## config.mk

```make
export PLATFORM = sky130hd
export DESIGN_NAME = sv39m_walk
export DESIGN_NICKNAME = d
export VERILOG_FILES = /design/src/sv/sv39m_pkg.sv /design/src/sv/sv39m_walk.sv
export SDC_FILE = /design/constraint.sdc
export NUM_CORES = 1
export LEC_CHECK = 0
export BUFFER_PORTS_ARGS = -buffer_cell sky130_fd_sc_hd__buf_2
export CAP_MARGIN = 20
export CORE_ASPECT_RATIO = 0.9
export CORE_MARGIN = 5
export CORE_UTILIZATION = 55
export DETAILED_ROUTE_END_ITERATION = 16
export GPL_TIMING_DRIVEN = 1
export MAX_ROUTING_LAYER = met4
export PLACE_DENSITY = 0.88
export RECOVER_POWER = 50
export SYNTH_ARGS = -nofsm -noshare
export SYNTH_HDL_FRONTEND = slang
export SYNTH_SLANG_ARGS = --single-unit
```

## constraint.sdc

```tcl
create_clock -name clk -period 11.6 [get_ports clk]
set_input_delay 0.58 -clock clk [delete_from_list [all_inputs] [get_ports clk]]
set_output_delay 0.58 -clock clk [all_outputs]
set_load 0.02 [all_outputs]
```

## src/sv/sv39m_pkg.sv

```systemverilog
// Shared types and constants for the Sv39 page table mapper.
// No dependencies; imported by every module of the block.
`default_nettype none

package sv39m_pkg;

    localparam int PPN_W      = 44;
    localparam int VA_W       = 39;
    localparam int PA_W       = 56;
    localparam int FLAGS_W    = 10;
    localparam int PTE_W      = 64;
    localparam int IDX_W      = 9;
    localparam int ENTRIES    = 512;
    localparam int LVL_W      = 2;
    localparam int IN_DATA_W  = 112;
    localparam int OUT_DATA_W = 48;

    localparam logic [PPN_W-1:0] POOL_BASE_RST = 44'd524288;
    localparam logic [LVL_W-1:0] LEVEL_TOP     = 2'd2;
    localparam logic [LVL_W-1:0] LEVEL_MID     = 2'd1;

    localparam logic MODE_MAP   = 1'b0;
    localparam logic MODE_UNMAP = 1'b1;

    typedef enum logic [2:0] {
        ST_OK         = 3'd0,
        ST_MISALIGNED = 3'd1,
        ST_MAPPED     = 3'd2,
        ST_EXHAUSTED  = 3'd3,
        ST_SUPERPAGE  = 3'd4,
        ST_NOT_MAPPED = 3'd5
    } status_t;

    typedef enum logic [2:0] {
        S_INIT_CLR,
        S_IDLE,
        S_READ,
        S_CHECK,
        S_ALLOC_CLR,
        S_DONE
    } state_t;

    typedef struct packed {
        logic                 mode;
        logic [VA_W-1:0]      virt_addr;
        logic [PA_W-1:0]      phys_addr;
        logic [FLAGS_W-1:0]   leaf_flags;
    } req_t;

    typedef struct packed {
        status_t              status;
        logic                 flush_request;
        logic [VA_W-1:0]      flush_addr;
    } rsp_t;

endpackage

`default_nettype wire

```

## src/sv/sv39m_walk.sv

```systemverilog
// Walk sequencer: three-level table walk, allocation, clearing passes and
// leaf update around one shared 44-bit adder. Depends on sv39m_pkg.
`default_nettype none

module sv39m_walk #(
    parameter int TABLE_PAGES = 64
) (
    input  wire logic                                    clk,
    input  wire logic                                    rst_n,
    input  wire logic [sv39m_pkg::PPN_W-1:0]             pool_base,
    input  wire logic                                    in_valid,
    output logic                                         in_ready,
    input  wire sv39m_pkg::req_t                         in_req,
    input  wire logic                                    out_free,
    output logic                                         rsp_valid,
    output sv39m_pkg::rsp_t                              rsp,
    output logic                                         mem_we,
    output logic [$clog2(TABLE_PAGES)+sv39m_pkg::IDX_W-1:0] mem_waddr,
    output logic [sv39m_pkg::PTE_W-1:0]                  mem_wdata,
    output logic                                         mem_re,
    output logic [$clog2(TABLE_PAGES)+sv39m_pkg::IDX_W-1:0] mem_raddr,
    input  wire logic [sv39m_pkg::PTE_W-1:0]             mem_rdata
);
    import sv39m_pkg::*;

    localparam int TW  = (TABLE_PAGES > 1) ? $clog2(TABLE_PAGES) : 1;
    localparam int NFW = $clog2(TABLE_PAGES + 1);

    state_t              state_reg, state_next;
    req_t                req_reg, req_next;
    status_t             status_reg, status_next;
    logic                flush_reg, flush_next;
    logic [LVL_W-1:0]    level_reg, level_next;
    logic [TW-1:0]       tbl_reg, tbl_next;
    logic [IDX_W-1:0]    cnt_reg, cnt_next;
    logic [NFW-1:0]      nf_reg, nf_next;

    logic [IDX_W-1:0]    idx;
    logic                misaligned;
    logic                is_map;
    logic                at_leaf;
    logic                pte_v;
    logic                pte_rwx;
    logic                exhausted;
    logic                ptr_ok;
    logic                cnt_last;
    logic [PPN_W-1:0]    add_a;
    logic [PPN_W-1:0]    add_b;
    logic                add_cin;
    logic [PPN_W-1:0]    add_sum;

    always_comb
    begin
        case (level_reg)
            LEVEL_TOP: idx = req_reg.virt_addr[38:30];
            LEVEL_MID: idx = req_reg.virt_addr[29:21];
            default:   idx = req_reg.virt_addr[20:12];
        endcase
    end

    assign misaligned = (in_req.virt_addr[11:0] != 12'd0)
                     || ((in_req.mode == MODE_MAP) && (in_req.phys_addr[11:0] != 12'd0));
    assign is_map    = (req_reg.mode == MODE_MAP);
    assign at_leaf   = (level_reg == '0);
    assign pte_v     = mem_rdata[0];
    assign pte_rwx   = |mem_rdata[3:1];
    assign exhausted = (nf_reg == NFW'(TABLE_PAGES));
    assign cnt_last  = (cnt_reg == IDX_W'(ENTRIES - 1));

    // Shared adder: pointer offset (ppn - base) for a valid entry,
    // new table PPN (base + next free) for an allocation.
    always_comb
    begin
        if (pte_v)
        begin
            add_a   = mem_rdata[10 +: PPN_W];
            add_b   = ~pool_base;
            add_cin = 1'b1;
        end
        else
        begin
            add_a   = pool_base;
            add_b   = PPN_W'(nf_reg);
            add_cin = 1'b0;
        end
    end

    assign add_sum = add_a + add_b + PPN_W'(add_cin);
    assign ptr_ok  = (add_sum < PPN_W'(nf_reg));

    // Next state
    always_comb
    begin
        state_next = state_reg;
        case (state_reg)
            S_INIT_CLR:
            begin
                if (cnt_last)
                begin
                    state_next = S_IDLE;
                end
            end
            S_IDLE:
            begin
                if (in_valid)
                begin
                    state_next = misaligned ? S_DONE : S_READ;
                end
            end
            S_READ:
            begin
                state_next = S_CHECK;
            end
            S_CHECK:
            begin
                if (at_leaf)
                begin
                    state_next = S_DONE;
                end
                else if (!pte_v)
                begin
                    state_next = (is_map && !exhausted) ? S_ALLOC_CLR : S_DONE;
                end
                else if (pte_rwx || !ptr_ok)
                begin
                    state_next = S_DONE;
                end
                else
                begin
                    state_next = S_READ;
                end
            end
            S_ALLOC_CLR:
            begin
                if (cnt_last)
                begin
                    state_next = S_READ;
                end
            end
            S_DONE:
            begin
                if (out_free)
                begin
                    state_next = S_IDLE;
                end
            end
            default:
            begin
                state_next = S_INIT_CLR;
            end
        endcase
    end

    // Outputs and datapath
    always_comb
    begin
        req_next    = req_reg;
        status_next = status_reg;
        flush_next  = flush_reg;
        level_next  = level_reg;
        tbl_next    = tbl_reg;
        cnt_next    = cnt_reg;
        nf_next     = nf_reg;
        in_ready    = 1'b0;
        rsp_valid   = 1'b0;
        mem_we      = 1'b0;
        mem_waddr   = {tbl_reg, idx};
        mem_wdata   = '0;
        mem_re      = 1'b0;
        mem_raddr   = {tbl_reg, idx};
        case (state_reg)
            S_INIT_CLR, S_ALLOC_CLR:
            begin
                mem_we    = 1'b1;
                mem_waddr = {tbl_reg, cnt_reg};
                cnt_next  = cnt_reg + 1'b1;
            end
            S_IDLE:
            begin
                in_ready = 1'b1;
                if (in_valid)
                begin
                    req_next    = in_req;
                    level_next  = LEVEL_TOP;
                    tbl_next    = '0;
                    flush_next  = 1'b0;
                    status_next = misaligned ? ST_MISALIGNED : ST_OK;
                end
            end
            S_READ:
            begin
                mem_re = 1'b1;
            end
            S_CHECK:
            begin
                if (at_leaf)
                begin
                    if (is_map)
                    begin
                        if (pte_v)
                        begin
                            status_next = ST_MAPPED;
                        end
                        else
                        begin
                            mem_we    = 1'b1;
                            mem_wdata = {10'd0, req_reg.phys_addr[PA_W-1:12],
                                         req_reg.leaf_flags | 10'd1};
                        end
                    end
                    else if (!pte_v)
                    begin
                        status_next = ST_NOT_MAPPED;
                    end
                    else
                    begin
                        mem_we     = 1'b1;
                        flush_next = 1'b1;
                    end
                end
                else if (!pte_v)
                begin
                    if (!is_map)
                    begin
                        status_next = ST_NOT_MAPPED;
                    end
                    else if (exhausted)
                    begin
                        status_next = ST_EXHAUSTED;
                    end
                    else
                    begin
                        // link the new table, then clear it before descending
                        mem_we     = 1'b1;
                        mem_wdata  = {10'd0, add_sum, 10'd1};
                        nf_next    = nf_reg + 1'b1;
                        tbl_next   = nf_reg[TW-1:0];
                        level_next = level_reg - 1'b1;
                        cnt_next   = '0;
                    end
                end
                else if (pte_rwx || !ptr_ok)
                begin
                    status_next = is_map ? ST_SUPERPAGE : ST_NOT_MAPPED;
                end
                else
                begin
                    tbl_next   = add_sum[TW-1:0];
                    level_next = level_reg - 1'b1;
                end
            end
            S_DONE:
            begin
                rsp_valid = out_free;
            end
            default:
            begin
                in_ready = 1'b0;
            end
        endcase
    end

    assign rsp.status        = status_reg;
    assign rsp.flush_request = flush_reg;
    assign rsp.flush_addr    = flush_reg ? req_reg.virt_addr : '0;

    always_ff @(posedge clk or negedge rst_n)
    begin
        if (!rst_n)
        begin
            state_reg <= S_INIT_CLR;
            level_reg <= LEVEL_TOP;
            tbl_reg   <= '0;
            cnt_reg   <= '0;
            nf_reg    <= NFW'(1);
            flush_reg <= 1'b0;
        end
        else
        begin
            state_reg <= state_next;
            level_reg <= level_next;
            tbl_reg   <= tbl_next;
            cnt_reg   <= cnt_next;
            nf_reg    <= nf_next;
            flush_reg <= flush_next;
        end
    end

    always_ff @(posedge clk)
    begin
        req_reg    <= req_next;
        status_reg <= status_next;
    end

    a_rsp_only_when_free: assert property (@(posedge clk) disable iff (!rst_n)
        rsp_valid |-> out_free)
        else $error("result issued while output register busy");

    a_pool_count_range: assert property (@(posedge clk) disable iff (!rst_n)
        (nf_reg <= NFW'(TABLE_PAGES)) && (nf_reg != '0))
        else $error("pool counter out of range");

    a_accept_leaves_idle: assert property (@(posedge clk) disable iff (!rst_n)
        (in_valid && in_ready) |=> (state_reg != S_IDLE))
        else $error("sequencer stayed idle after a transfer");

    a_one_port_op: assert property (@(posedge clk) disable iff (!rst_n)
        mem_we |-> !mem_re)
        else $error("store read and written in the same cycle");

endmodule

`default_nettype wire

```

==> impl_metrics.ini, run 1 <==
[worst_hold_path]
min_path_type = input port to flip-flop
hold_start = in_req[101]
hold_path_depth = 1
holdPathEnd = req_reg[101]$_DFFE_PP_

[flow_run]
drv_cap = 4

[detailed_routing]
drt_iter0_drc = 869
post_drt_wl_per_cell_um = 19.6
vias_per_cell = 6.03
num_vias = 9714
first_pass_iters = 6
drcViolationCount = 0
drt_wl_total_um = 31600
ant_nets = 0

[clock_network]
clk_pin_slew_ns = 0.07
root_buffer = clkbuf_16
cts_sinks = 124
h-tree-depth = 4
postCtsSetupBuffers = 0
cts_resized = 0
cts.path.max_buffers = 2
holdBufCountCts = 0
cts_inserted_buffers = 17
clock_latency_ns = 0.42
tritoncts = built

[global_route]
grt_pass1_wl_um = 48000
grt_max_degree = 64
grt_pass1_vias = 9536
antenna_found_initial = 1
gr-total-overflow = 0
grt_usage_pct = 30.6

[setup_path]
rrSetupSlack_ns = 5.91
crit_path_end_kind = flip-flop
r2r-end = tbl_reg[1]$_DFFE_PN0P_
arrival_ns = 8.26
reg2reg_depth = 19
crit_required_ns = 11.87
cp_max_fo = 43
worstReg2RegStart = nf_reg[0]$_DFFE_PN1P_
crit_type = input port to flip-flop
worstSetupStartpointType = input port

[placed_design]
gp_congestion = 0.987
hpwl_um = 24100
port_buffers = 331

[power_and_ir_drop]
total_power_mw = 2.15
p_leak_nw = 5.25
powerDensity_nw_per_um2 = 181
vdd_ir_drop_max_mv = 0.224

[floorplan]
die_y_um = 136
pin_count = 359
die_x_um = 150
start_util_pct = 55.5
row_count = 46
design.die.area_sq_um = 20400
core_region_area_sq_um = 17500

[sta]
min_period_ns = 7.99
fmax_mhz = 125
fin_crit_sh_pct = 68.9
hold_viol = 0
tightest_slew_ns = 2.29
grt_setup_unrepaired = false
fin_skew_ns = 0.00720
finalSetupViolCount = 0
timing.hold.ws_ns = 0.329
finalMaxSlewViolations = 151
relSlewSlack_pct = -52.5
finalSetupTns_ns = 0

[synth]
ys_ff_latch = 124
synth_top_area_cell = edfxtp_1
synth.distinct_cells = 79
synthesis.area_sq_um = 9700
synthTopCellsByArea = edfxtp_1, ha_1, dfrtp_1
ys_warn_count = 0
synth_edf_count = 96
synth_flop_cell = edfxtp_1
synthCells = 1062
syn_avg_cell_area_sq_um = 9.14
ys_seq_area_share_pct = 37.0
async_flop_share_pct = 22.6
yosysTopAreaCellShare_pct = 29.7

[final_layout]
fill_cells = 1411
drive_gt1_share_pct = 28.8
layout_commonest_cell = buf_2
final_cell_mix = buf_2, nor2_1, edfxtp_1
fin_util_pct = 68.1
final_nets = 1638
regArea_sq_um = 3590
multi_input_area_sq_um = 5650
largest_reg_flops = 93
synthToLayoutAreaGrowth_pct = 22.7

[status]
failed_checks = capacitance limit, slew limit
status = finished, violations left
cells by family after synthesis:
group | count (synthesis) | share of synthesized area [%]
AOI/OAI and AO/OA | 288 | 19.7
xor gates and xnor gates | 44 | 3.97
adders and majority gates | 63 | 8.28
buffers and inverters | 108 | 5.22
DFF | 124 | 37.0
muxes | 58 | 6.67
other | 1 | 0.0386
and+or+nand+nor | 376 | 19.2
report_power, final:
part / switching [mW] / internal [mW] / total [mW]
clock network: 0.237 / 0.308 / 0.545
registers: 0.0672 / 0.583 / 0.651
logic: 0.621 / 0.336 / 0.957
total: 0.926 / 1.23 / 2.15
area by class of cell:
type | instances | share of cell area [%]
clock inverters | 15 | 1.43
multi-input cells | 839 | 47.4
flip-flops and latches | 124 | 30.1
clock buffers | 17 | 3.57
diodes | 1 | 0.0210
repair buffers | 336 | 13.7
inverters | 39 | 1.24
well taps | 240 | 2.52
stage by stage:
stage	instance area (sq um)	worst slack (ns)	cells
6_report	11900	3.61	1611
5_1_grt	11900	3.11	1611
4_1_cts	12000	5.42	1610
3_5_place_dp	11400	5.00	1578
3_3_place_gp	11400	5.26	1578
2_1_floorplan	9740	6.46	1071
cells in the mapped netlist (6+ instances only):
cell / n
nand3_1: 21
nand2_1: 92
mux2_2: 52
nor4_1: 14
nor3_1: 19
buf_2: 9
a211oi_1: 9
and2_1: 51
nand4_1: 15
edfxtp_1: 96
clkbuf_1: 39
dfrtp_1: 26
o211ai_1: 11
buf_4: 18
nor2_1: 110
a21o_1: 10
a21oi_1: 81
o21ai_1: 16
nand2b_1: 12
and3_1: 13
and4_1: 6
xnor2_1: 28
o21ai_0: 53
or3_1: 6
ha_1: 61
a22oi_1: 11
a22o_1: 26
inv_1: 38
xor2_1: 16
o21a_1: 6
critical path, stage by stage:
cell and delay, ns:
clkbuf_1 1.00, clkbuf_1 1.65, mux2i_1 0.36, fa_1 0.54, fa_1 0.41, nand2b_1 0.19
a21oi_2 0.23, nor2_1 0.09, xnor2_1 0.17, ha_1 0.20, or4_1 0.47, a31oi_1 0.17
o221ai_1 0.14, a21oi_1 0.16, nand4_1 0.17, nor4b_4 0.32, nand4b_1 0.55, a32oi_2 0.65
o221ai_1 0.19
layer usage:
metal  track usage, %  share of wire, %
met5                -                 0
met3             5.60               8.1
met1             37.2                40
met2             51.9                49
met4             10.3               3.5
how the worst max path moves through the flow:
stage                                    to  cells after the start  slack, ns          from
global route         tbl_reg[1]$_DFFE_PN0P_                     19       3.11  mem_rdata[0]
global placement     tbl_reg[1]$_DFFE_PN0P_                     21       5.26  mem_rdata[0]
finish               tbl_reg[1]$_DFFE_PN0P_                     19       3.61  mem_rdata[0]
CTS                  tbl_reg[1]$_DFFE_PN0P_                     21       5.42  mem_rdata[0]
detailed placement   tbl_reg[1]$_DFFE_PN0P_                     21       5.00  mem_rdata[0]
floorplan           status_reg[0]$_DFFE_PP_                     23       6.46  mem_rdata[0]
No activity file was read; power rests on OpenSTA's default activity.
==> run 2: changes to the inputs <==
--- a/config.mk
+++ b/config.mk
@@ -9,11 +9,11 @@
 export CAP_MARGIN = 20
 export CORE_ASPECT_RATIO = 0.9
 export CORE_MARGIN = 5
-export CORE_UTILIZATION = 55
+export CORE_UTILIZATION = 46
 export DETAILED_ROUTE_END_ITERATION = 16
 export GPL_TIMING_DRIVEN = 1
 export MAX_ROUTING_LAYER = met4
-export PLACE_DENSITY = 0.88
+export PLACE_DENSITY = 0.78
 export RECOVER_POWER = 50
 export SYNTH_ARGS = -nofsm -noshare
 export SYNTH_HDL_FRONTEND = slang
==> constraint.sdc (replaced) <==
create_clock -name clk -period 6.58 [get_ports clk]
set_input_delay 0.329 -clock clk [delete_from_list [all_inputs] [get_ports clk]]
set_output_delay 0.329 -clock clk [all_outputs]
set_load 0.02 [all_outputs]
==> run 2 against run 1 <==
The flow still finishes with violations (capacitance limit, slew limit). Global-route usage decreased by 4.2 points. Combinational power increased by 77%. Cell count increased by 3.2%.
==> impl_metrics.ini, run 2 (synthesis results as in run 1) <==
[placed_design]
hpwl_um = 25000
dp_cells = 1627
gp_congestion = 0.953
port_buffers = 331

[sta]
finalSetupTns_ns = 0
finalSetupViolCount = 0
min_period_ns = 5.41
relSlewSlack_pct = -7.80
grt_setup_unrepaired = false
tightest_slew_ns = 1.61
hold_viol = 0
finalMaxSlewViolations = 63
fin_crit_sh_pct = 82.2
timing.hold.ws_ns = 0.0705
fin_skew_ns = 0.0104
fmax_mhz = 185

[setup_path]
cp_max_fo = 40
arrival_ns = 5.54
crit_path_end_kind = flip-flop
crit_required_ns = 6.71
worstSetupStartpointType = input port
crit_type = input port to flip-flop

[power_and_ir_drop]
powerDensity_nw_per_um2 = 317
switching_share_pct = 43.2
power.switching_mw = 1.65
p_leak_nw = 5.30
sequentialPowerShare_pct = 30.1
internal_power_mw = 2.17
pwr-share-clk_pct = 25.7
vdd_ir_drop_max_mv = 0.337
comb_power_share_pct = 44.2

[floorplan]
die_x_um = 163
die_y_um = 148
core_region_area_sq_um = 20800
pin_count = 359
design.die.area_sq_um = 24100
row_count = 50
start_util_pct = 46.7

[detailed_routing]
post_drt_wl_per_cell_um = 19.4
drcViolationCount = 0
num_vias = 9417
ant_nets = 0
drt_iter0_drc = 671
vias_per_cell = 5.67
first_pass_iters = 4
drt_wl_total_um = 32300

[final_layout]
final_cell_mix = buf_2, nor2_1, edfxtp_1
largest_reg_flops = 93
synthToLayoutAreaGrowth_pct = 23.9
drive_gt1_share_pct = 29.5
final_cells = 1662
final_nets = 1643
layout_commonest_cell = buf_2

[clock_network]
holdBufCountCts = 1
cts_sinks = 124
h-tree-depth = 4
root_buffer = clkbuf_16
tritoncts = built
cts_resized = 0
cts.path.max_buffers = 2
clock_latency_ns = 0.43
cts_inserted_buffers = 17
clk_pin_slew_ns = 0.07
postCtsSetupBuffers = 0

[global_route]
grt_pass1_wl_um = 49500
antenna_found_initial = 1
grt_pass1_vias = 9442
gr-total-overflow = 0
grt_usage_pct = 26.4
grt_max_degree = 63

[status]
failed_checks = capacitance limit, slew limit
status = finished, violations left

[flow_run]
drv_cap = 2

[worst_hold_path]
min_path_type = input port to flip-flop
## run 2: cell count changes in the layout (fill, tap and decap cells not counted), sizes merged
| cell | previous run | this run |
|---|---|---|
| buf | 288 | 300 |
| clkinvlp | 3 | 4 |
| dlygate4sd3 | 0 | 1 |
| clkbuf | 65 | 57 |
| clkinv | 3 | 2 |
## run 2: worst paths after layout
check / startpoint / slack (ns) / cells after the start / endpoint
max: mem_rdata[0] / 1.17 / 20 / status_reg[1]$_SDFFCE_PN0P_
min in group asynchronous: rst_n / 0.84 / 2 / cnt_reg[5]$_DFFE_PN0P_
max reg2reg: nf_reg[0]$_DFFE_PN1P_ / 1.46 / 20 / status_reg[1]$_SDFFCE_PN0P_
max in group asynchronous: rst_n / 4.84 / 2 / nf_reg[6]$_DFFE_PN0P_
min: in_req[93] / 0.07 / 1 / req_reg[93]$_DFFE_PP_
min reg2reg: nf_reg[6]$_DFFE_PN0P_ / 0.47 / 1 / nf_reg[6]$_DFFE_PN0P_
## run 2: layer usage
layer  routed length (um)  share of wire (%)  vias to the layer above  GRT usage, %
met5                    0                  0                        -             -
met4                  718                2.2                        0          7.67
met3                 2240                6.9                       51          4.68
met2                15300                 47                      394          43.1
met1                14000                 44                     4464          34.0
li1                     -                  -                     4508             -
## run 2: final cells by class
cell class              instances  area [sq um]
diodes                          1          2.50
clock buffers                  17           425
clock inverters                15           169
fillers                      1897          8750
inverters                      39           148
multi-input cells             839          5650
flip-flops and latches        124          3590
well taps                     286           358
repair buffers                341          1680
## run 2: per-stage QoR
| stage | utilization [%] | power, mW | cell area (sq um) | worst slack [ns] |
|---|---|---|---|---|
| 5_1_grt | 57.9 | 4.02 | 12000 | 0.762 |
| 3_5_place_dp | 55.2 | 2.83 | 11500 | 0.748 |
| 6_report | 57.9 | 3.81 | 12000 | 1.17 |
| 3_3_place_gp | 55.2 | 2.79 | 11500 | 0.959 |
| 2_1_floorplan | - | 2.30 | 9740 | 1.69 |
| 4_1_cts | 58.1 | 3.81 | 12100 | 1.17 |
## run 2: power groups by stage
stage / combinational (mW) / clock, mW / sequential (mW)
floorplan: 1.17 / 0 / 1.12
global placement: 1.65 / 0 / 1.15
detailed placement: 1.68 / 0 / 1.16
CTS: 1.69 / 0.987 / 1.14
global route: 1.83 / 1.02 / 1.17
finish: 1.69 / 0.980 / 1.15
## run 2: worst max-delay path, stage by stage
cell	delay [ns]
buf_2	0.71
clkinv_1	0.24
buf_4	0.30
fa_1	0.49
fa_1	0.41
nand2b_1	0.19
a21oi_2	0.24
nor2_1	0.09
xnor2_1	0.18
ha_1	0.22
or4_1	0.44
a31oi_1	0.16
o221ai_1	0.12
a21oi_1	0.15
nand4_1	0.14
nor4b_4	0.29
nand4b_1	0.14
buf_4	0.21
o21ai_0	0.23
o21ai_0	0.22
